`src/rtl/assert_macros.svh`:
```
// ----------------------------------------------------------------------------
// assert_macros.svh
// assertion helpers for the tile name table expander, checked on clk, rst_n
// ----------------------------------------------------------------------------
`ifndef ASSERT_MACROS_SVH
`define ASSERT_MACROS_SVH

`ifndef SYNTHESIS
`define TRE_ASSERT_NEVER(lbl, cond) \
    lbl: assert property (@(posedge clk) disable iff (!rst_n) !(cond)) \
        else $error("tre: forbidden condition seen");
`define TRE_ASSERT_IMPL(lbl, ante, cons) \
    lbl: assert property (@(posedge clk) disable iff (!rst_n) (ante) |-> (cons)) \
        else $error("tre: implication failed");
`else
`define TRE_ASSERT_NEVER(lbl, cond)
`define TRE_ASSERT_IMPL(lbl, ante, cons)
`endif

`endif

```
`src/rtl/tre_pkg.sv`:
```
// ----------------------------------------------------------------------------
// tre_pkg
// shared types and constants of the tile name table expander
// ----------------------------------------------------------------------------
package tre_pkg;

    localparam int WORD_W  = 16;
    localparam int BASE_W  = 24;
    localparam int ROWS_W  = 8;
    localparam int PAGE_W  = 3;
    localparam int CIDX_W  = 2;

    localparam int Q_DEPTH = 4;
    localparam int Q_PTR_W = 2;
    localparam int Q_CNT_W = 3;

    localparam logic [BASE_W-1:0] BASE_RESET  = 24'h100F80;
    localparam logic [ROWS_W-1:0] ROWS_RESET  = 8'd32;
    localparam logic [PAGE_W-1:0] PAGES_RESET = 3'd4;

    localparam int ROW_BACK   = 'h100;
    localparam int PAGE_SHIFT = 12;

    localparam logic [CIDX_W-1:0] CFG_DST_BASE      = 2'd0;
    localparam logic [CIDX_W-1:0] CFG_ROWS_PER_PAGE = 2'd1;
    localparam logic [CIDX_W-1:0] CFG_PAGE_COUNT    = 2'd2;

    typedef enum logic [1:0] {
        PH_TOKEN = 2'd0,
        PH_VALUE = 2'd1,
        PH_COUNT = 2'd2
    } phase_t;

    typedef enum logic {
        KIND_DATA  = 1'b0,
        KIND_START = 1'b1
    } kind_t;

    typedef struct packed {
        kind_t             kind;
        logic [WORD_W-1:0] data;
        logic [WORD_W-1:0] count;
    } qent_t;

    typedef struct packed {
        logic  valid;
        qent_t ent;
    } qslot_t;

    typedef struct packed {
        logic [BASE_W-1:0] dst_base;
        logic [ROWS_W-1:0] rows_per_page;
        logic [PAGE_W-1:0] page_count;
    } cfg_t;

endpackage

```
`src/rtl/tre_front.sv`:
```
// ----------------------------------------------------------------------------
// tre_front
// takes stream words, tracks token/value/count phase, queues write jobs and start commands
// ----------------------------------------------------------------------------
module tre_front
    import tre_pkg::*;
(
    input  logic              clk,
    input  logic              rst_n,
    input  logic              word_valid,
    output logic              word_stall,
    input  logic              cmd,
    input  logic [WORD_W-1:0] word,
    input  logic              q_full,
    output qslot_t            q_push
);

    phase_t            phase_reg;
    phase_t            phase_next;
    logic [WORD_W-1:0] run_value_reg;
    logic [WORD_W-1:0] run_value_next;
    logic              accept;

    assign word_stall = q_full;
    assign accept     = word_valid && !q_full;

    always_comb
    begin
        phase_next = phase_reg;
        if (accept)
        begin
            if (cmd)
            begin
                phase_next = PH_TOKEN;
            end
            else
            begin
                case (phase_reg)
                    PH_TOKEN: phase_next = (word == '0) ? PH_VALUE : PH_TOKEN;
                    PH_VALUE: phase_next = PH_COUNT;
                    PH_COUNT: phase_next = PH_TOKEN;
                    default:  phase_next = PH_TOKEN;
                endcase
            end
        end
    end

    always_comb
    begin
        run_value_next  = run_value_reg;
        q_push.valid    = 1'b0;
        q_push.ent.kind = KIND_DATA;
        q_push.ent.data = word;
        q_push.ent.count = '0;
        if (accept)
        begin
            if (cmd)
            begin
                q_push.valid    = 1'b1;
                q_push.ent.kind = KIND_START;
            end
            else
            begin
                case (phase_reg)
                    PH_TOKEN:
                    begin
                        q_push.valid = (word != '0);
                    end
                    PH_VALUE:
                    begin
                        run_value_next = word;
                    end
                    PH_COUNT:
                    begin
                        q_push.valid     = 1'b1;
                        q_push.ent.data  = run_value_reg;
                        q_push.ent.count = word;
                    end
                    default:
                    begin
                        q_push.valid = 1'b0;
                    end
                endcase
            end
        end
    end

    always_ff @(posedge clk or negedge rst_n)
    begin
        if (!rst_n)
        begin
            phase_reg     <= PH_TOKEN;
            run_value_reg <= '0;
        end
        else
        begin
            phase_reg     <= phase_next;
            run_value_reg <= run_value_next;
        end
    end

endmodule

```
`src/rtl/tre_fifo.sv`:
```
// ----------------------------------------------------------------------------
// tre_fifo
// short job queue between the word parser and the tile writer
// ----------------------------------------------------------------------------
module tre_fifo
    import tre_pkg::*;
(
    input  logic   clk,
    input  logic   rst_n,
    input  qslot_t q_push,
    output logic   q_full,
    output qslot_t q_head,
    input  logic   q_pop
);

    qent_t              mem_reg [Q_DEPTH];
    logic [Q_PTR_W-1:0] wr_ptr_reg;
    logic [Q_PTR_W-1:0] wr_ptr_next;
    logic [Q_PTR_W-1:0] rd_ptr_reg;
    logic [Q_PTR_W-1:0] rd_ptr_next;
    logic [Q_CNT_W-1:0] count_reg;
    logic [Q_CNT_W-1:0] count_next;
    logic               do_push;
    logic               do_pop;

    assign q_full       = (count_reg == Q_CNT_W'(Q_DEPTH));
    assign q_head.valid = (count_reg != '0);
    assign q_head.ent   = mem_reg[rd_ptr_reg];

    assign do_push = q_push.valid && !q_full;
    assign do_pop  = q_pop && q_head.valid;

    always_comb
    begin
        wr_ptr_next = do_push ? wr_ptr_reg + Q_PTR_W'(1) : wr_ptr_reg;
        rd_ptr_next = do_pop  ? rd_ptr_reg + Q_PTR_W'(1) : rd_ptr_reg;
        count_next  = count_reg;
        if (do_push && !do_pop)
        begin
            count_next = count_reg + Q_CNT_W'(1);
        end
        else if (do_pop && !do_push)
        begin
            count_next = count_reg - Q_CNT_W'(1);
        end
    end

    always_ff @(posedge clk)
    begin
        if (do_push)
        begin
            mem_reg[wr_ptr_reg] <= q_push.ent;
        end
    end

    always_ff @(posedge clk or negedge rst_n)
    begin
        if (!rst_n)
        begin
            wr_ptr_reg <= '0;
            rd_ptr_reg <= '0;
            count_reg  <= '0;
        end
        else
        begin
            wr_ptr_reg <= wr_ptr_next;
            rd_ptr_reg <= rd_ptr_next;
            count_reg  <= count_next;
        end
    end

endmodule

```
`src/rtl/tre_back.sv`:
```
// ----------------------------------------------------------------------------
// tre_back
// walks rows and pages, issues one tile write per cycle into the output word while tile_stall is low
// ----------------------------------------------------------------------------
module tre_back
    import tre_pkg::*;
#(
    parameter int ROW_COLUMNS = 64,
    parameter int MAX_PAGES   = 4,
    parameter int ADDR_BITS   = 24
)
(
    input  logic              clk,
    input  logic              rst_n,
    input  cfg_t              cfg,
    input  qslot_t            q_head,
    output logic              q_pop,
    output logic              tile_valid,
    input  logic              tile_stall,
    output logic [BASE_W-1:0] tile_addr,
    output logic [WORD_W-1:0] tile_data,
    output logic              last_of_item,
    output logic              image_done
);

    localparam int COL_W = $clog2(ROW_COLUMNS + 1);

    logic [ADDR_BITS-1:0] addr_reg;
    logic [ADDR_BITS-1:0] addr_next;
    logic [COL_W-1:0]     col_reg;
    logic [COL_W-1:0]     col_next;
    logic [ROWS_W-1:0]    rows_reg;
    logic [ROWS_W-1:0]    rows_next;
    logic [PAGE_W-1:0]    page_reg;
    logic [PAGE_W-1:0]    page_next;
    logic                 finished_reg;
    logic                 finished_next;
    logic                 run_active_reg;
    logic                 run_active_next;
    logic [WORD_W-1:0]    left_reg;
    logic [WORD_W-1:0]    left_next;

    logic                 valid_reg;
    logic                 valid_next;
    logic [BASE_W-1:0]    out_addr_reg;
    logic [BASE_W-1:0]    out_addr_next;
    logic [WORD_W-1:0]    out_data_reg;
    logic [WORD_W-1:0]    out_data_next;
    logic                 out_last_reg;
    logic                 out_last_next;
    logic                 out_done_reg;
    logic                 out_done_next;

    logic                 can_out;
    logic                 is_start;
    logic                 is_data;
    logic                 emit;
    logic [WORD_W-1:0]    left;
    logic                 row_end;
    logic                 last;
    logic                 rows_done;
    logic [PAGE_W:0]      page_inc;
    logic [PAGE_W:0]      eff_pages;
    logic                 final_row;
    logic [ROWS_W-1:0]    eff_rows;

    assign tile_valid   = valid_reg;
    assign tile_addr    = out_addr_reg;
    assign tile_data    = out_data_reg;
    assign last_of_item = out_last_reg;
    assign image_done   = out_done_reg;

    assign can_out  = !valid_reg || !tile_stall;
    assign is_start = q_head.valid && (q_head.ent.kind == KIND_START);
    assign is_data  = q_head.valid && (q_head.ent.kind == KIND_DATA);
    assign emit     = is_data && !finished_reg && can_out;

    assign left      = run_active_reg ? left_reg : q_head.ent.count;
    assign row_end   = (col_reg == COL_W'(1));
    assign last      = (left == '0) || row_end;
    assign rows_done = row_end && (rows_reg <= ROWS_W'(1));
    assign page_inc  = {1'b0, page_reg} + (PAGE_W+1)'(1);
    assign final_row = rows_done && (page_inc >= eff_pages);
    assign eff_rows  = (cfg.rows_per_page == '0) ? ROWS_W'(1) : cfg.rows_per_page;

    always_comb
    begin
        if (cfg.page_count == '0)
        begin
            eff_pages = (PAGE_W+1)'(1);
        end
        else if ({1'b0, cfg.page_count} > (PAGE_W+1)'(MAX_PAGES))
        begin
            eff_pages = (PAGE_W+1)'(MAX_PAGES);
        end
        else
        begin
            eff_pages = {1'b0, cfg.page_count};
        end
    end

    assign q_pop = is_start || (is_data && (finished_reg || (emit && last)));

    // walk state
    always_comb
    begin
        addr_next       = addr_reg;
        col_next        = col_reg;
        rows_next       = rows_reg;
        page_next       = page_reg;
        finished_next   = finished_reg;
        run_active_next = run_active_reg;
        left_next       = left_reg;
        if (is_start)
        begin
            addr_next       = ADDR_BITS'(cfg.dst_base);
            col_next        = COL_W'(ROW_COLUMNS);
            rows_next       = eff_rows;
            page_next       = '0;
            finished_next   = 1'b0;
            run_active_next = 1'b0;
        end
        else if (emit)
        begin
            run_active_next = !last;
            left_next       = left - WORD_W'(1);
            if (!row_end)
            begin
                addr_next = addr_reg + ADDR_BITS'(2);
                col_next  = col_reg - COL_W'(1);
            end
            else
            begin
                col_next = COL_W'(ROW_COLUMNS);
                if (!rows_done)
                begin
                    addr_next = addr_reg + ADDR_BITS'(2) - ADDR_BITS'(ROW_BACK);
                    rows_next = rows_reg - ROWS_W'(1);
                end
                else if (final_row)
                begin
                    addr_next     = addr_reg + ADDR_BITS'(2) - ADDR_BITS'(ROW_BACK);
                    rows_next     = '0;
                    finished_next = 1'b1;
                end
                else
                begin
                    page_next = page_inc[PAGE_W-1:0];
                    rows_next = eff_rows;
                    addr_next = ADDR_BITS'(cfg.dst_base)
                              + (ADDR_BITS'(page_inc[PAGE_W-1:0]) << PAGE_SHIFT);
                end
            end
        end
    end

    // output word
    always_comb
    begin
        valid_next    = can_out ? 1'b0 : valid_reg;
        out_addr_next = out_addr_reg;
        out_data_next = out_data_reg;
        out_last_next = out_last_reg;
        out_done_next = out_done_reg;
        if (emit)
        begin
            valid_next    = 1'b1;
            out_addr_next = BASE_W'(addr_reg);
            out_data_next = q_head.ent.data;
            out_last_next = last;
            out_done_next = final_row;
        end
    end

    always_ff @(posedge clk)
    begin
        out_addr_reg <= out_addr_next;
        out_data_reg <= out_data_next;
        out_last_reg <= out_last_next;
        out_done_reg <= out_done_next;
        left_reg     <= left_next;
    end

    always_ff @(posedge clk or negedge rst_n)
    begin
        if (!rst_n)
        begin
            addr_reg       <= ADDR_BITS'(BASE_RESET);
            col_reg        <= COL_W'(ROW_COLUMNS);
            rows_reg       <= ROWS_RESET;
            page_reg       <= '0;
            finished_reg   <= 1'b0;
            run_active_reg <= 1'b0;
            valid_reg      <= 1'b0;
        end
        else
        begin
            addr_reg       <= addr_next;
            col_reg        <= col_next;
            rows_reg       <= rows_next;
            page_reg       <= page_next;
            finished_reg   <= finished_next;
            run_active_reg <= run_active_next;
            valid_reg      <= valid_next;
        end
    end

endmodule

```
`src/rtl/tilemap_rle_expander.sv`:
```
// ----------------------------------------------------------------------------
// tilemap_rle_expander
// zero-escape run-length expander writing a tile name table row by row
// ----------------------------------------------------------------------------
// path: a taken word goes through the queue, and its tile writes leave from the output register
// throughput: one tile write per cycle while tile_stall is low; a run word gives min(count+1, columns
// left in the row) writes, set by the single write stage behind a 4-entry queue
// zero escape and value words give no write and pass at one per cycle while the queue has room
// reset: registers to their defaults and a walk ready at page zero, queue empty
`include "assert_macros.svh"

module tilemap_rle_expander
    import tre_pkg::*;
#(
    parameter int ROW_COLUMNS = 64,
    parameter int MAX_PAGES   = 4,
    parameter int ADDR_BITS   = 24
)
(
    input  logic              clk,
    input  logic              rst_n,
    input  logic              cfg_wr_en,
    input  logic [CIDX_W-1:0] cfg_index,
    input  logic [BASE_W-1:0] cfg_wdata,
    input  logic              word_valid,
    output logic              word_stall,
    input  logic              cmd,
    input  logic [WORD_W-1:0] word,
    output logic              tile_valid,
    input  logic              tile_stall,
    output logic [BASE_W-1:0] tile_addr,
    output logic [WORD_W-1:0] tile_data,
    output logic              last_of_item,
    output logic              image_done
);

    cfg_t   cfg_reg;
    cfg_t   cfg_next;
    qslot_t q_push;
    qslot_t q_head;
    logic   q_full;
    logic   q_pop;

    always_comb
    begin
        cfg_next = cfg_reg;
        if (cfg_wr_en)
        begin
            case (cfg_index)
                CFG_DST_BASE:      cfg_next.dst_base      = cfg_wdata;
                CFG_ROWS_PER_PAGE: cfg_next.rows_per_page = cfg_wdata[ROWS_W-1:0];
                CFG_PAGE_COUNT:    cfg_next.page_count    = cfg_wdata[PAGE_W-1:0];
                default:           cfg_next = cfg_reg;
            endcase
        end
    end

    always_ff @(posedge clk or negedge rst_n)
    begin
        if (!rst_n)
        begin
            cfg_reg.dst_base      <= BASE_RESET;
            cfg_reg.rows_per_page <= ROWS_RESET;
            cfg_reg.page_count    <= PAGES_RESET;
        end
        else
        begin
            cfg_reg <= cfg_next;
        end
    end

    tre_front u_front
    (
        .clk        (clk),
        .rst_n      (rst_n),
        .word_valid (word_valid),
        .word_stall (word_stall),
        .cmd        (cmd),
        .word       (word),
        .q_full     (q_full),
        .q_push     (q_push)
    );

    tre_fifo u_fifo
    (
        .clk    (clk),
        .rst_n  (rst_n),
        .q_push (q_push),
        .q_full (q_full),
        .q_head (q_head),
        .q_pop  (q_pop)
    );

    tre_back #(
        .ROW_COLUMNS (ROW_COLUMNS),
        .MAX_PAGES   (MAX_PAGES),
        .ADDR_BITS   (ADDR_BITS)
    ) u_back
    (
        .clk          (clk),
        .rst_n        (rst_n),
        .cfg          (cfg_reg),
        .q_head       (q_head),
        .q_pop        (q_pop),
        .tile_valid   (tile_valid),
        .tile_stall   (tile_stall),
        .tile_addr    (tile_addr),
        .tile_data    (tile_data),
        .last_of_item (last_of_item),
        .image_done   (image_done)
    );

    `TRE_ASSERT_NEVER(a_queue_overflow, q_push.valid && q_full)
    `TRE_ASSERT_IMPL(a_start_drains, q_head.valid && (q_head.ent.kind == KIND_START), q_pop)
    `TRE_ASSERT_IMPL(a_done_is_last, tile_valid && image_done, last_of_item)

endmodule

```
`config.mk`:
```
export PLATFORM = sky130hd
export DESIGN_NAME = tilemap_rle_expander
export DESIGN_NICKNAME = d
export VERILOG_FILES = /design/src/rtl/tre_pkg.sv /design/src/rtl/tre_front.sv /design/src/rtl/tre_fifo.sv /design/src/rtl/tre_back.sv /design/src/rtl/tilemap_rle_expander.sv
export VERILOG_INCLUDE_DIRS = /design/src /design/src/rtl
export SDC_FILE = /design/constraint.sdc
export NUM_CORES = 1
export LEC_CHECK = 0
export BUFFER_PORTS_ARGS = -buffer_cell sky130_fd_sc_hd__buf_2
export CAP_MARGIN = 20
export CORE_MARGIN = 10
export CORE_UTILIZATION = 52
export DETAILED_ROUTE_END_ITERATION = 10
export GPL_TIMING_DRIVEN = 1
export PLACE_DENSITY = 0.79
export SYNTH_ARGS = -nofsm -noshare
export SYNTH_HDL_FRONTEND = slang
export SYNTH_HIERARCHICAL = 1
export SYNTH_SLANG_ARGS = --single-unit
```
`constraint.sdc`:
```
create_clock -name clk -period 7.7 [get_ports clk]
set_input_delay 1.155 -clock clk [delete_from_list [all_inputs] [get_ports clk]]
set_output_delay 1.155 -clock clk [all_outputs]
set_load 0.02 [all_outputs]
```
==> results, run 1 <==
- The run finished with clean final reports.
- The average size of a mapped cell is 13.7 µm².
- The area of combinational cells with multiple inputs is 5200 µm².
- The class of the most critical hold timing path is reg -> reg.
- The sequential fraction of the synthesis area is between 50 and 60%.
- For this block, the routed nets add up to 31700 µm of wire.
- The via count of the routed design is 9055.
- The net count of the finished layout is 1171.
- Of all cell types, the one taking the most synthesized area is edfxtp_1.
- For this run, design rule violations remaining after detail routing come to 0.
- The flip-flop count of the largest register after layout is about 130.
- Static timing analysis puts the maximum clock frequency at 0.204 GHz.
- Clock latency on the worst-skew pair, taken at its later pin, is 570 ps.
- CTS placed an instance of clkbuf_16 at the clock tree root.
- The number of synthesized flops with an enable pin is 190.
- The number of hold-repair buffers added at the cts stage is 0.
- The width of the die is around 180 µm.
- The startpoint type of the worst setup path is a flop.
- The time the final worst path needs with I/O delays and setup is 4900 ps.
- The cell count of the worst reg-to-reg path is 14.
- Counting the buffers created by CTS gives 30.
- In the synthesized netlist the async set-or-reset flop fraction comes to 35.6%.
- Synthesis produced a netlist whose cell count is around 1000.
- The buffer levels on the longest clock path is 3.
- The remaining max-slew budget at the tightest pin is 27.8%.
- The total setup buffers inserted after CTS is 0.
- The kind of cell adding the most delay to the critical path is simple AND/OR/NAND/NOR gates.
- In this run the cell area of the synthesized design comes to 14000 µm².
- The number of nets produced by synthesis is around 1100.
- The fraction of final layout cells with drive strength greater than 1 is 26.1%.
- The worst setup path is of the reg -> reg kind.
- The sum of internal, switching and leakage power is 6.70 mW.
- The share of Yosys cell area claimed by the top area cell type is 40.7%.
- Once the clock tree was built, the resizer swapped 0 gates to a different size.
- Counting flops and latches in the post-synthesis netlist gives 295.
- The number of buffers and inverters on the critical path is 2.
- The final weighted congestion of routability-driven global placement is just over 0.9.
- In this run the static leakage power is 5.99 nW.
- Relative to the synthesized area, the layout overhead comes to 13.4%.
- The library cell contributing the largest single delay on the critical path is dfrtp_2.
- The final total negative setup slack is 0 ps.
- 92 I/O pins were placed.
- In the routed layout, each cell is associated on average with a via count of about 6.2.
- The first global-routing pass estimated 50500 µm of wire.
- The count of endpoints failing setup in the final report is 0.
- The remaining antenna violation count after routing is 0.
- The critical path depth is 14.
- The tool flagged a number of max-cap violations equal to 0.
- The floorplan step defined a die boundary enclosing 33900 µm².
- Among all flip-flop cells after synthesis, the most frequent one is edfxtp_1.
- The startpoint of the most critical register-to-register path is u_fifo/rd_ptr_reg[0].
- The largest incremental delay on the critical path is 870 ps.
- The wire length per cell after detailed routing is 21.6 µm.
- Power spread over the standard cell area amounts to 422 nW/µm².
- The number of warnings issued by yosys is 6.
- The first-pass detailed-route iteration total is 5.
- In this run the critical register-to-register path is captured at u_fifo/count_reg[1].
- After legalization and detailed placement, the total HPWL measured 20400 µm.
- The total count of max-transition violations in the final report was 0.
- After synthesis, the netlist uses 88 different library cells.
- The cell that appears most often on the critical path is o21ai_0.
- The starting utilization of the core area is 52.4%.
- Global routing consumed, over all layers together, 18.7% of the routing resources.
- The number of levels in the clock H-tree is 1.
- Fill cells in the final layout number 2025.
- The slew at the pin closest to its max-slew limit is 1080 ps.
- The hold violation total from the final report is 0.
- The number of antenna violations at the first check in global routing is 0.
- The largest fanout on the critical path is 23.
- The placeable core region is ~27000 µm².
- The type of destination of the critical path is a flop.
- Summing all flip-flop and latch instances after layout gives between 8000 and 9000 µm².
- The overflow left after global routing is 0.
- At the worst endpoint, the required time is 8140 ps.
- The clock tree from TritonCTS is done.
- The number of antenna cells inserted is 0.
- In this run the tool buffered the top-level ports with 91 buffer cells.
- Tracing the worst setup path back leads to its startpoint at u_fifo/rd_ptr_reg[0].
- After synthesis, the cell types taking the most area are edfxtp_1 41%, dfrtp_1 16%, mux2_2 4.7%.
- The clock-pin slew of the registers on the worst-case setup and hold paths is approximately 70 ps.
- The vertical die dimension is 184 µm.
- For the final database, setup skew stands at 16.0 ps.
- Entering global routing, the biggest net connects between 80 and 90 pins.
- IR analysis of the VDD net gives a maximum drop of 0.278 mV.
- The critical path ends at u_fifo/count_reg[1].
- Traced cell by cell, the critical path runs through buf_4 > mux4_2 > nor3_1 > o21ai_0 > nor4_1 > nor2b_1 > a41oi_1 > o21ai_0 > and2_1 > nand2_1 > ha_1 > inv_1 > fa_1 > mux2_2.
- Setup repair after global routing left no endpoint under its margin.
- For this block, the initial DRC count from the detailed router was 964.
- STA puts the critical path data arrival time at 5350 ps.
- The clock net in this run drives a total of between 200 and 300 sinks.
- The internal reg-to-reg setup slack is 2800 ps.
- The site row count is 60.
- The number of global-route vias before repair came to 9146.
- Of the available clock period, the critical path in the final layout requires 63.7%.
## layer usage
| layer | GRT usage, % | vias to the layer above | part of all wire (%) |
|---|---|---|---|
| met5 | 0 | - | 0 |
| met4 | 4.88 | 0 | 2.5 |
| met3 | 3.01 | 64 | 6.4 |
| met1 | 24.2 | 4522 | 41 |
| li1 | - | 4094 | - |
| met2 | 32.1 | 375 | 51 |
## layout by cell type, fill, tap and decap left out, types with 11 or more instances in the layout
cell type,n
xnor2_1,30
mux2_2,58
a31oi_1,11
nor4_1,12
ha_1,19
buf_4,14
mux4_2,28
edfxtp_1,190
dfrtp_1,88
nand3_1,27
nand2_1,54
a21oi_1,32
xor2_1,16
buf_2,90
nor3_1,26
nand4_1,16
dfstp_2,16
o21ai_0,41
mux2i_1,20
and3_1,26
inv_1,22
clkbuf_16,32
o31ai_1,11
nor2_1,62
## stage by stage
stage | util, % | instance area (µm²) | hold WS [ps] | cells | worst slack [ps]
finish | 59.4 | 15900 | 456 | 1467 | 2800
global route | 59.4 | 15900 | 464 | 1467 | 2370
CTS | 59.3 | 15900 | 453 | 1466 | 2780
detailed placement | 54.7 | 14600 | 438 | 1410 | 2820
global placement | 54.7 | 14600 | 452 | 1410 | 2900
floorplan | - | 14000 | 419 | 1021 | 3300
## cell families after synthesis
kind of cell,share of synthesized area (%)
compound gates,8.15
xor+xnor,2.88
fa+ha+maj,1.98
buf+inv,3.22
flops,59.6
mux,12.8
simple gates,11.4
## final cells by class
| class | count | share of cell area [%] |
|---|---|---|
| timing repair buffer | 105 | 3.67 |
| inverter | 23 | 0.543 |
| clock buffer | 35 | 5.24 |
| sequential | 295 | 52.6 |
| multi-input combinational | 647 | 32.7 |
| tap | 341 | 2.69 |
| clock inverter | 21 | 2.54 |
## worst min-delay path by stage
stage	startpoint	end	depth (start not counted)
global route	u_back/addr_reg[0]	u_back/tile_addr[0]	0
global placement	u_back/addr_reg[0]	u_back/tile_addr[0]	0
CTS	u_back/addr_reg[0]	u_back/tile_addr[0]	0
finish	u_back/addr_reg[0]	u_back/tile_addr[0]	0
detailed placement	u_back/addr_reg[0]	u_back/tile_addr[0]	0
floorplan	u_back/addr_reg[0]	u_back/tile_addr[0]	0
## synthesized netlist by cell type (all sizes together), types with 4 or more instances
master and instances:
nand2 54, a21oi 32, a31oi 11, a32oi 8, dfstp 16, inv 22, dfrtp 89, xor2 16
nor3 28, o31ai 12, nor4 14, or2 4, o211ai 9, mux2i 20, mux4 33, o21ai 43
o22ai 6, and3 26, xnor2 30, and2 9, nand4 16, a22oi 6, o2111ai 4, clkbuf 27
nand3 27, mux2 70, or3 6, edfxtp 190, o31a 4, buf 29, and4 4, or4 9
ha 19, nand2b 4, nor3b 10, nor2 63
## power breakdown
part | total (mW) | internal, mW | leakage [nW] | switching, mW
combinational | 2.27 | 0.875 | 2.36 | 1.39
sequential | 2.68 | 2.31 | 3.04 | 0.368
clock | 1.75 | 1.12 | 0.584 | 0.636
(Power assumes the default switching activity.)
==> inputs of run 2 (changes only) <==
ABC_AREA = 1   (was unset)
clock period = 4.9 ns   (was 7.7 ns; I/O delays follow)
==> run 2 against run 1 <==
Effect of this change: register-to-register slack got worse by 1900 ps; power is 66% higher; routed wire length is 8.5% higher; count of clock-buffer cells in the layout down 3; largest power group is now combinational cells; global-route usage increased by 0.52 points.
==> results, run 2 <==
- The run finished with clean final reports.
- The total wire length after detailed routing was 34400 µm (+8.5%).
- The first-pass GRT wire length is 56200 µm (+11%).
- The number of maximum-capacitance violations is 0 (unchanged).
- The overflow left after global routing is 0 (unchanged).
- The largest fanout on the critical path came to 34 (+48%).
- In this run the worst hold path is classified as in -> async.
- The number of placed instances with taps included is 1949 (+38%).
- The number of levels in the clock H-tree is 1 (unchanged).
- The pre-CTS setup slack is 904 ps (-1910 ps).
- The average size of a mapped cell is 9.67 µm² (-29%).
- The slew at the pin closest to its max-slew limit is 965 ps (-115 ps).
- The placeable core region came to 27900 µm² (+4.2%).
- The number of sinks driven by the clock tree came to 295 (unchanged).
- The largest area contributor in the synthesized netlist is edfxtp_1.
- The share of synthesized flip-flops with an asynchronous set or reset is 35.6% (unchanged).
- The number of antenna cells inserted is 0 (unchanged).
- The hold violation total from the final report is 0 (unchanged).
- The type of destination of the critical path is a flop.
- The area growth from synthesis to layout is 11.9%.
- The post-synthesis instance total came to 1518 (+49%).
- In the synthesized netlist the dominant register cell turns out to be edfxtp_1.
- The final net count is 1671 (+43%).
- The clock latency on the worst-skew pair is 560 ps (about the same).
- The flip-flop count of the largest register after layout is 132 (unchanged).
- The remaining max-slew budget at the tightest pin is 35.6% (+7.8 points).
- Leaving out fill and tap cells, the most frequent cells in the layout are 427 x nand2_1, 190 x edfxtp_1, 184 x inv_1.
- The number of cells in the finished layout apart from fillers came to 2003 (+37%).
- The number of warnings issued by yosys is 6 (unchanged).
- The final total negative setup slack was 0 ps (unchanged).
- The width of the die came to 188 µm (+2.1%).
- The pin count of the biggest net entering global routing came to 76 (-6.2%).
- The via density per instance was 5.45 (-12%).
- The via count of the routed design is 10900 (+21%).
- The wire length per cell after detailed routing came to 17.2 µm (-21%).
- The data required time at the worst endpoint was 5340 ps (-2800 ps).
- The standby leakage power came to 7.35 nW (+23%).
- Sorting the synthesized cells by how often they occur yields 427 x nand2_1, 190 x edfxtp_1, 185 x inv_1.
- The sequential fraction of the synthesis area is 56.9% (-2.8 points).
- The count of endpoints failing setup in the final report is 0 (unchanged).
- The final critical-path setup slack is 871 ps (-1920 ps).
- The total DRC errors in the routed layout is 0 (unchanged).
- The number of buffers inserted during clock tree synthesis is 29 (-3.3%).
- The startpoint type of the worst setup path is a flop.
- The total setup buffers inserted after CTS is 0 (unchanged).
- The time the final worst path needs with I/O delays and setup was 4030 ps (-875 ps).
- The fraction of final layout cells with drive strength greater than 1 is 17.3% (-8.8 points).
- The library cell used most frequently in the layout, excluding fill and tap cells, is nand2_1.
- The maximum achievable frequency is 0.248 GHz (+22%).
- The detailed-placement wirelength estimate came to 23800 µm (+17%).
- Setup repair after global routing left no endpoint under its margin.
- The buffer levels on the longest clock path came to 3 (unchanged).
- The clock-pin slew of the registers on the worst-case setup and hold paths came to 60 ps (about the same).
- The number of global-route vias before repair is 10700 (+17%).
- The synthesized flop and latch total is 295 (unchanged).
- The most critical setup path has its startpoint at u_fifo/rd_ptr_reg[1].
- The startpoint of the most critical register-to-register path is u_fifo/rd_ptr_reg[1].
- Yosys attributes the largest share of cell area to edfxtp_1 39%, dfrtp_1 15%, nand2_1 11%.
- The full die area is 35400 µm² (+4.3%).
- The first-pass detailed-route iteration total came to 5 (unchanged).
- The most used standard cell by instance count after synthesis is nand2_1.
- The number of antenna violations at the first check in global routing came to 0 (unchanged).
- The number of nets produced by synthesis is 1587 (+46%).
- The final weighted congestion of routability-driven global placement was 0.903 (-1.6%).
- The end-of-flow core utilization is 59.0% (-0.48 points).
- The count of input and output buffers is 91 (unchanged).
- The sum of internal, switching and leakage power was 11.1 mW (+66%).
- The period utilization is 82.2% (+19 points).
- The vertical die dimension is 188 µm (+2.1%).
- The total count of max-transition violations in the final report came to 0 (unchanged).
- The combined area of all synthesized cells is 14700 µm² (+4.9%).
- The number of DRC markers after the initial detailed-route iteration is 1136 (+18%).
- The power per cell area is 677 nW/µm² (+60%).
- The top-level port count is 92 (unchanged).
- The number of synthesized flops with an enable pin is 190 (unchanged).
- The remaining antenna violation count after routing is 0 (unchanged).
- The arrival time at the worst endpoint is 4460 ps (-890 ps).
- The share of Yosys cell area claimed by the top area cell type was 38.9% (-1.9 points).
- The number of gates resized after cts came to 0 (unchanged).
- The site row count was 61 (+1.7%).
- The starting utilization of the core area is 52.7% (+0.31 points).
- The kind of critical path is reg -> reg.
- The worst voltage drop across the vdd grid is 0.425 mV (+53%).
- The master cell of the clock root buffer is clkbuf_16.
- The global-route usage over all layers came to 19.2% (+0.52 points).
- TritonCTS built the clock tree.
- The distinct cell type count of the synthesized netlist is 57 (-35%).
- The final setup skew is 12.0 ps (-4.00 ps).
- The number of hold-repair buffers added at the cts stage is 0 (unchanged).
[run 2: cell count changes after synthesis, moves of 32 or more]
cell,change
inv_1,+163
mux2_2,-58
nand2_1,+373
nand3_1,+78
o211ai_1,+32
o211ai_2,+32
[run 2: critical path: stages, from the launching register on]
cell and delay [ps]:
dfrtp_1 780, inv_4 390, o211ai_1 210, nand2_1 70, o21ai_0 450, nand2_1 120, nor2_1 120, nand2_1 70
nor2_2 160, nand3_1 140, a21oi_2 220, o31a_1 190, nand2_1 110, ha_1 220, inv_1 90, fa_1 410
nand2_1 80, o21ai_0 70
[run 2: where the power goes]
part | switching [mW] | internal (mW)
logic | 3.17 | 1.36
registers | 0.465 | 3.72
clock network | 0.947 | 1.46
[run 2: routing by layer]
layer	share of wire, %	wire, µm	up-vias	track usage (%)
li1	-	-	5237	-
met1	44	15100	5231	26.1
met2	47	16300	395	31.4
met3	6.7	2290	52	2.91
met4	2.1	709	0	5.26
met5	0	0	-	0
[run 2: final cells by class]
| type | count | area (µm²) |
|---|---|---|
| Clock inverter | 22 | 309 |
| Fill cell | 2262 | 11400 |
| Clock buffer | 32 | 737 |
| Inverter | 205 | 774 |
| Multi-Input combinational cell | 965 | 5210 |
| Timing Repair Buffer | 106 | 571 |
| Tap cell | 378 | 473 |
| Sequential cell | 295 | 8350 |
[run 2: worst paths after layout]
check / end / slack, ps / depth (start not counted)
worst max-delay path: u_fifo/count_reg[1] / 870 / 17
worst min-delay path: u_back/addr_reg[21] / 290 / 1
worst max register to register: u_fifo/count_reg[1] / 870 / 17
worst min register to register: u_back/tile_addr[0] / 460 / 0
max in group asynchronous: u_front/run_value_reg[8] / 3560 / 2
min in group clk: cfg_reg[31] / 390 / 3
[run 2: per-stage QoR]
stage	hold WS [ps]	cell area, µm²
after floorplan	425	14700
after global placement	437	15400
after detailed placement	449	15400
after CTS	347	16400
after global routing	372	16400
final	292	16400
[run 2: logic make-up (layout without fill, tap and decap cells)]
| logic type | count (synthesis) | in the layout | share of synthesized area, % |
|---|---|---|---|
| compound gates | 196 | 196 | 9.89 |
| xor+xnor | 27 | 27 | 1.61 |
| fa+ha+maj | 21 | 21 | 1.89 |
| buf+inv | 258 | 365 | 7.71 |
| flops | 295 | 295 | 56.9 |
| mux | 4 | 4 | 0.273 |
| simple gates | 717 | 717 | 21.7 |
==> inputs of run 3 (changes only) <==
clock period = 4.1 ns   (was 4.9 ns; I/O delays follow)
==> run 3 against run 2 <==
Effect of this change: first-iteration DRC count shrank 23%; count of clock-buffer cells in the layout grew 8; worst hold slack lost 150 ps; final area grew 1.4%; final cell count grew 0.50%; critical path type unchanged; largest cell class unchanged; highest routed layer unchanged.
==> results, run 3 (synthesis gave the netlist of run 2 again) <==
- The time the final worst path needs with I/O delays and setup is 3760 ps (-266 ps).
- The number of gates resized after cts is 0 (unchanged).
- The number of global-route vias before repair came to 10600 (-1.3%).
- The number of levels in the clock H-tree is 1 (unchanged).
- The placeable core region is 27900 µm² (unchanged).
- The first-pass detailed-route iteration total is 7 (+2).
- The share of power burned in the clock network came to 23.4% (+1.7 points).
- Counting stages on the worst path, the most repeated cell is nand2_1.
- The fraction of final layout cells with drive strength greater than 1 is 17.7% (+0.44 points).
- The flip-flop count of the largest register after layout is 132 (unchanged).
- The final critical-path setup slack was 337 ps (-534 ps).
- The area growth from synthesis to layout is 13.4%.
- The clock tree from TritonCTS is done.
- The vertical die dimension is 188 µm (unchanged).
- The total net switching power is 5.50 mW (+20%).
- The switching part of the total power came to 40.1% (-1.0 points).
- The buffer levels on the longest clock path is 3 (unchanged).
- The number of buffers inserted during clock tree synthesis is 30 (+3.4%).
- The combinational group share of total power is 40.5% (-0.2 points).
- The clock latency on the worst-skew pair is 570 ps (about the same).
- The worst hold path belongs to the class in -> async.
- The leading cell type in the layout, fill and taps excluded is nand2_1.
- The number of sinks driven by the clock tree is 295 (unchanged).
- The period utilization is 91.8% (+9.6 points).
- The count of endpoints failing setup in the final report is 0 (unchanged).
- The data required time at the worst endpoint came to 4530 ps (-810 ps).
- The width of the die is 188 µm (unchanged).
- The internal reg-to-reg setup slack is 340 ps (-530 ps).
- The overflow left after global routing is 0 (unchanged).
- The first-pass GRT wire length was 55000 µm (-2.1%).
- In this run the clock root is driven by a clkbuf_16.
- The detailed-placement wirelength estimate is 23700 µm (-0.47%).
- The total DRC errors in the routed layout was 0 (unchanged).
- The global-route usage over all layers is 18.9% (-0.31 points).
- The largest incremental delay on the critical path was 440 ps (-340 ps).
- The arrival time at the worst endpoint is 4200 ps (-260 ps).
- The top-level port count is 92 (unchanged).
- The slowest stage of the critical path is the dfrtp_1 cell.
- The final net count is 1680 (+0.54%).
- The pin count of the biggest net entering global routing is 69 (-9.2%).
- The pre-CTS setup slack is 271 ps (-632 ps).
- The largest fanout on the critical path is 61 (+79%).
- The total wire length after detailed routing is 34200 µm (-0.46%).
- The maximum achievable frequency was 0.266 GHz (+7.1%).
- The power per cell area came to 823 nW/µm² (+22%).
- The starting utilization of the core area came to 52.7% (unchanged).
- The register share of total power is 36.0% (-1.7 points).
- The sum of internal, switching and leakage power was 13.7 mW (+23%).
- The number of buffers and inverters on the critical path came to 4 (+2).
- The total setup buffers inserted after CTS was 0 (unchanged).
- The via count of the routed design is 10900 (+0.17%).
- The number of placed instances with taps included is 1957 (+0.41%).
- The total count of max-transition violations in the final report is 0 (unchanged).
- The number of DRC markers after the initial detailed-route iteration was 871 (-23%).
- The signal on the critical path passes through inv_6 > buf_4 > nand2_1 > o211ai_2 > nand2_1 > o21ai_0 > inv_1 > nor3_1 > nand3_1 > a21oi_2 > o31a_1 > nand2_1 > ha_1 > inv_1 > fa_1 > nand2_1 > o21ai_0.
- In the layout the commonest cells are 427 x nand2_1, 190 x edfxtp_1, 184 x inv_1.
- The via density per instance is 5.43 (-0.32%).
- The cell internal power dissipation came to 8.21 mW (+26%).
- The final setup skew was 15.0 ps (+3.06 ps).
- The final weighted congestion of routability-driven global placement is 0.888 (-1.7%).
- The hold violation total from the final report is 0 (unchanged).
- The final total negative setup slack is 0 ps (unchanged).
- The number of hold-repair buffers added at the cts stage was 0 (unchanged).
- The kind of critical path is reg -> reg.
- The full die area is 35400 µm² (unchanged).
- The site row count is 61 (unchanged).
- The count of input and output buffers came to 91 (unchanged).
- The number of cells in the finished layout apart from fillers is 2013 (+0.50%).
- The kind of cell adding the most delay to the critical path is buffers and inverters.
- The number of antenna violations at the first check in global routing is 0 (unchanged).
- The filler cell count in the final layout was 2280 (+0.80%).
- The startpoint type of the worst setup path is a flop.
- The slew at the pin closest to its max-slew limit is 896 ps (-69.1 ps).
- The wire length per cell after detailed routing is 17.0 µm (-0.95%).
- The flow ran to the end, and the final reports show no timing, DRC or antenna violations.
- The remaining max-slew budget at the tightest pin came to 40.3% (+4.7 points).
- The clock-pin slew of the registers on the worst-case setup and hold paths is 60 ps (about the same).
- Setup repair after global routing left no endpoint under its margin.
- The number of maximum-capacitance violations is 0 (unchanged).
- The standby leakage power is 7.46 nW (+1.4%).
- The type of destination of the critical path is a flop.
- The worst voltage drop across the vdd grid is 0.546 mV (+29%).
- The remaining antenna violation count after routing was 0 (unchanged).
- The number of antenna cells inserted came to 0 (unchanged).
[run 3: changes by cell type in the layout (fill, tap and decap cells not counted), moves of 2 or more]
cell	delta
bufinv_16	+3
clkbuf_1	+2
clkbuf_8	+4
buf_4	+7
clkinv_2	-7
[run 3: final timing paths]
path / from / endpoint / cells after the start
worst max register to register: u_fifo/rd_ptr_reg[0] / u_fifo/count_reg[1] / 17
worst min-delay path: rst_n / u_back/addr_reg[22] / 1
max in group asynchronous: rst_n / cfg_reg[18] / 2
worst max-delay path: u_fifo/rd_ptr_reg[0] / u_fifo/count_reg[1] / 17
worst min register to register: u_back/addr_reg[0] / u_back/tile_addr[0] / 0
min in group clk: cfg_wdata[20] / cfg_reg[31] / 3
[run 3: layout make-up]
| type | count | area [µm²] | share of cell area [%] |
|---|---|---|---|
| clock inverters | 16 | 365 | 2.19 |
| well taps | 378 | 473 | 2.84 |
| flip-flops and latches | 295 | 8350 | 50.2 |
| clock buffers | 40 | 832 | 5.00 |
| repair buffers | 114 | 643 | 3.86 |
| multi-input cells | 965 | 5210 | 31.3 |
| inverters | 205 | 777 | 4.67 |
[run 3: worst reg2reg max path, delay by kind of cell, from the launching register on]
family	cells	cell delay [ps]
fa+ha+maj	2	650
compound gates	5	800
flops	1	440
simple gates	6	840
buf+inv	4	910
[run 3: power by group through the flow]
| stage | sequential [mW] | clock [mW] | combinational [mW] |
|---|---|---|---|
| 2_1_floorplan | 5.17 | 0 | 3.74 |
| 6_report | 4.94 | 3.21 | 5.56 |
| 3_5_place_dp | 4.99 | 0 | 5.48 |
| 4_1_cts | 4.94 | 3.27 | 5.54 |
| 3_3_place_gp | 4.96 | 0 | 5.31 |
| 5_1_grt | 5.05 | 3.39 | 6.18 |
[run 3: metal layers]
layer | global-route usage, % | wire [µm] | vias to the layer above
met5 | 0 | 0 | -
met4 | 5.32 | 673 | 0
met1 | 26.0 | 14900 | 5196
li1 | - | - | 5261
met2 | 30.1 | 16000 | 428
met3 | 3.41 | 2640 | 49
[run 3: through the flow]
stage | hold WS (ps) | utilization [%] | area (µm²)
6_report | 145 | 59.8 | 16700
5_1_grt | 219 | 59.8 | 16700
4_1_cts | 183 | 59.8 | 16700
3_5_place_dp | 433 | 55.5 | 15500
3_3_place_gp | 437 | 55.5 | 15500
2_1_floorplan | 319 | - | 14700
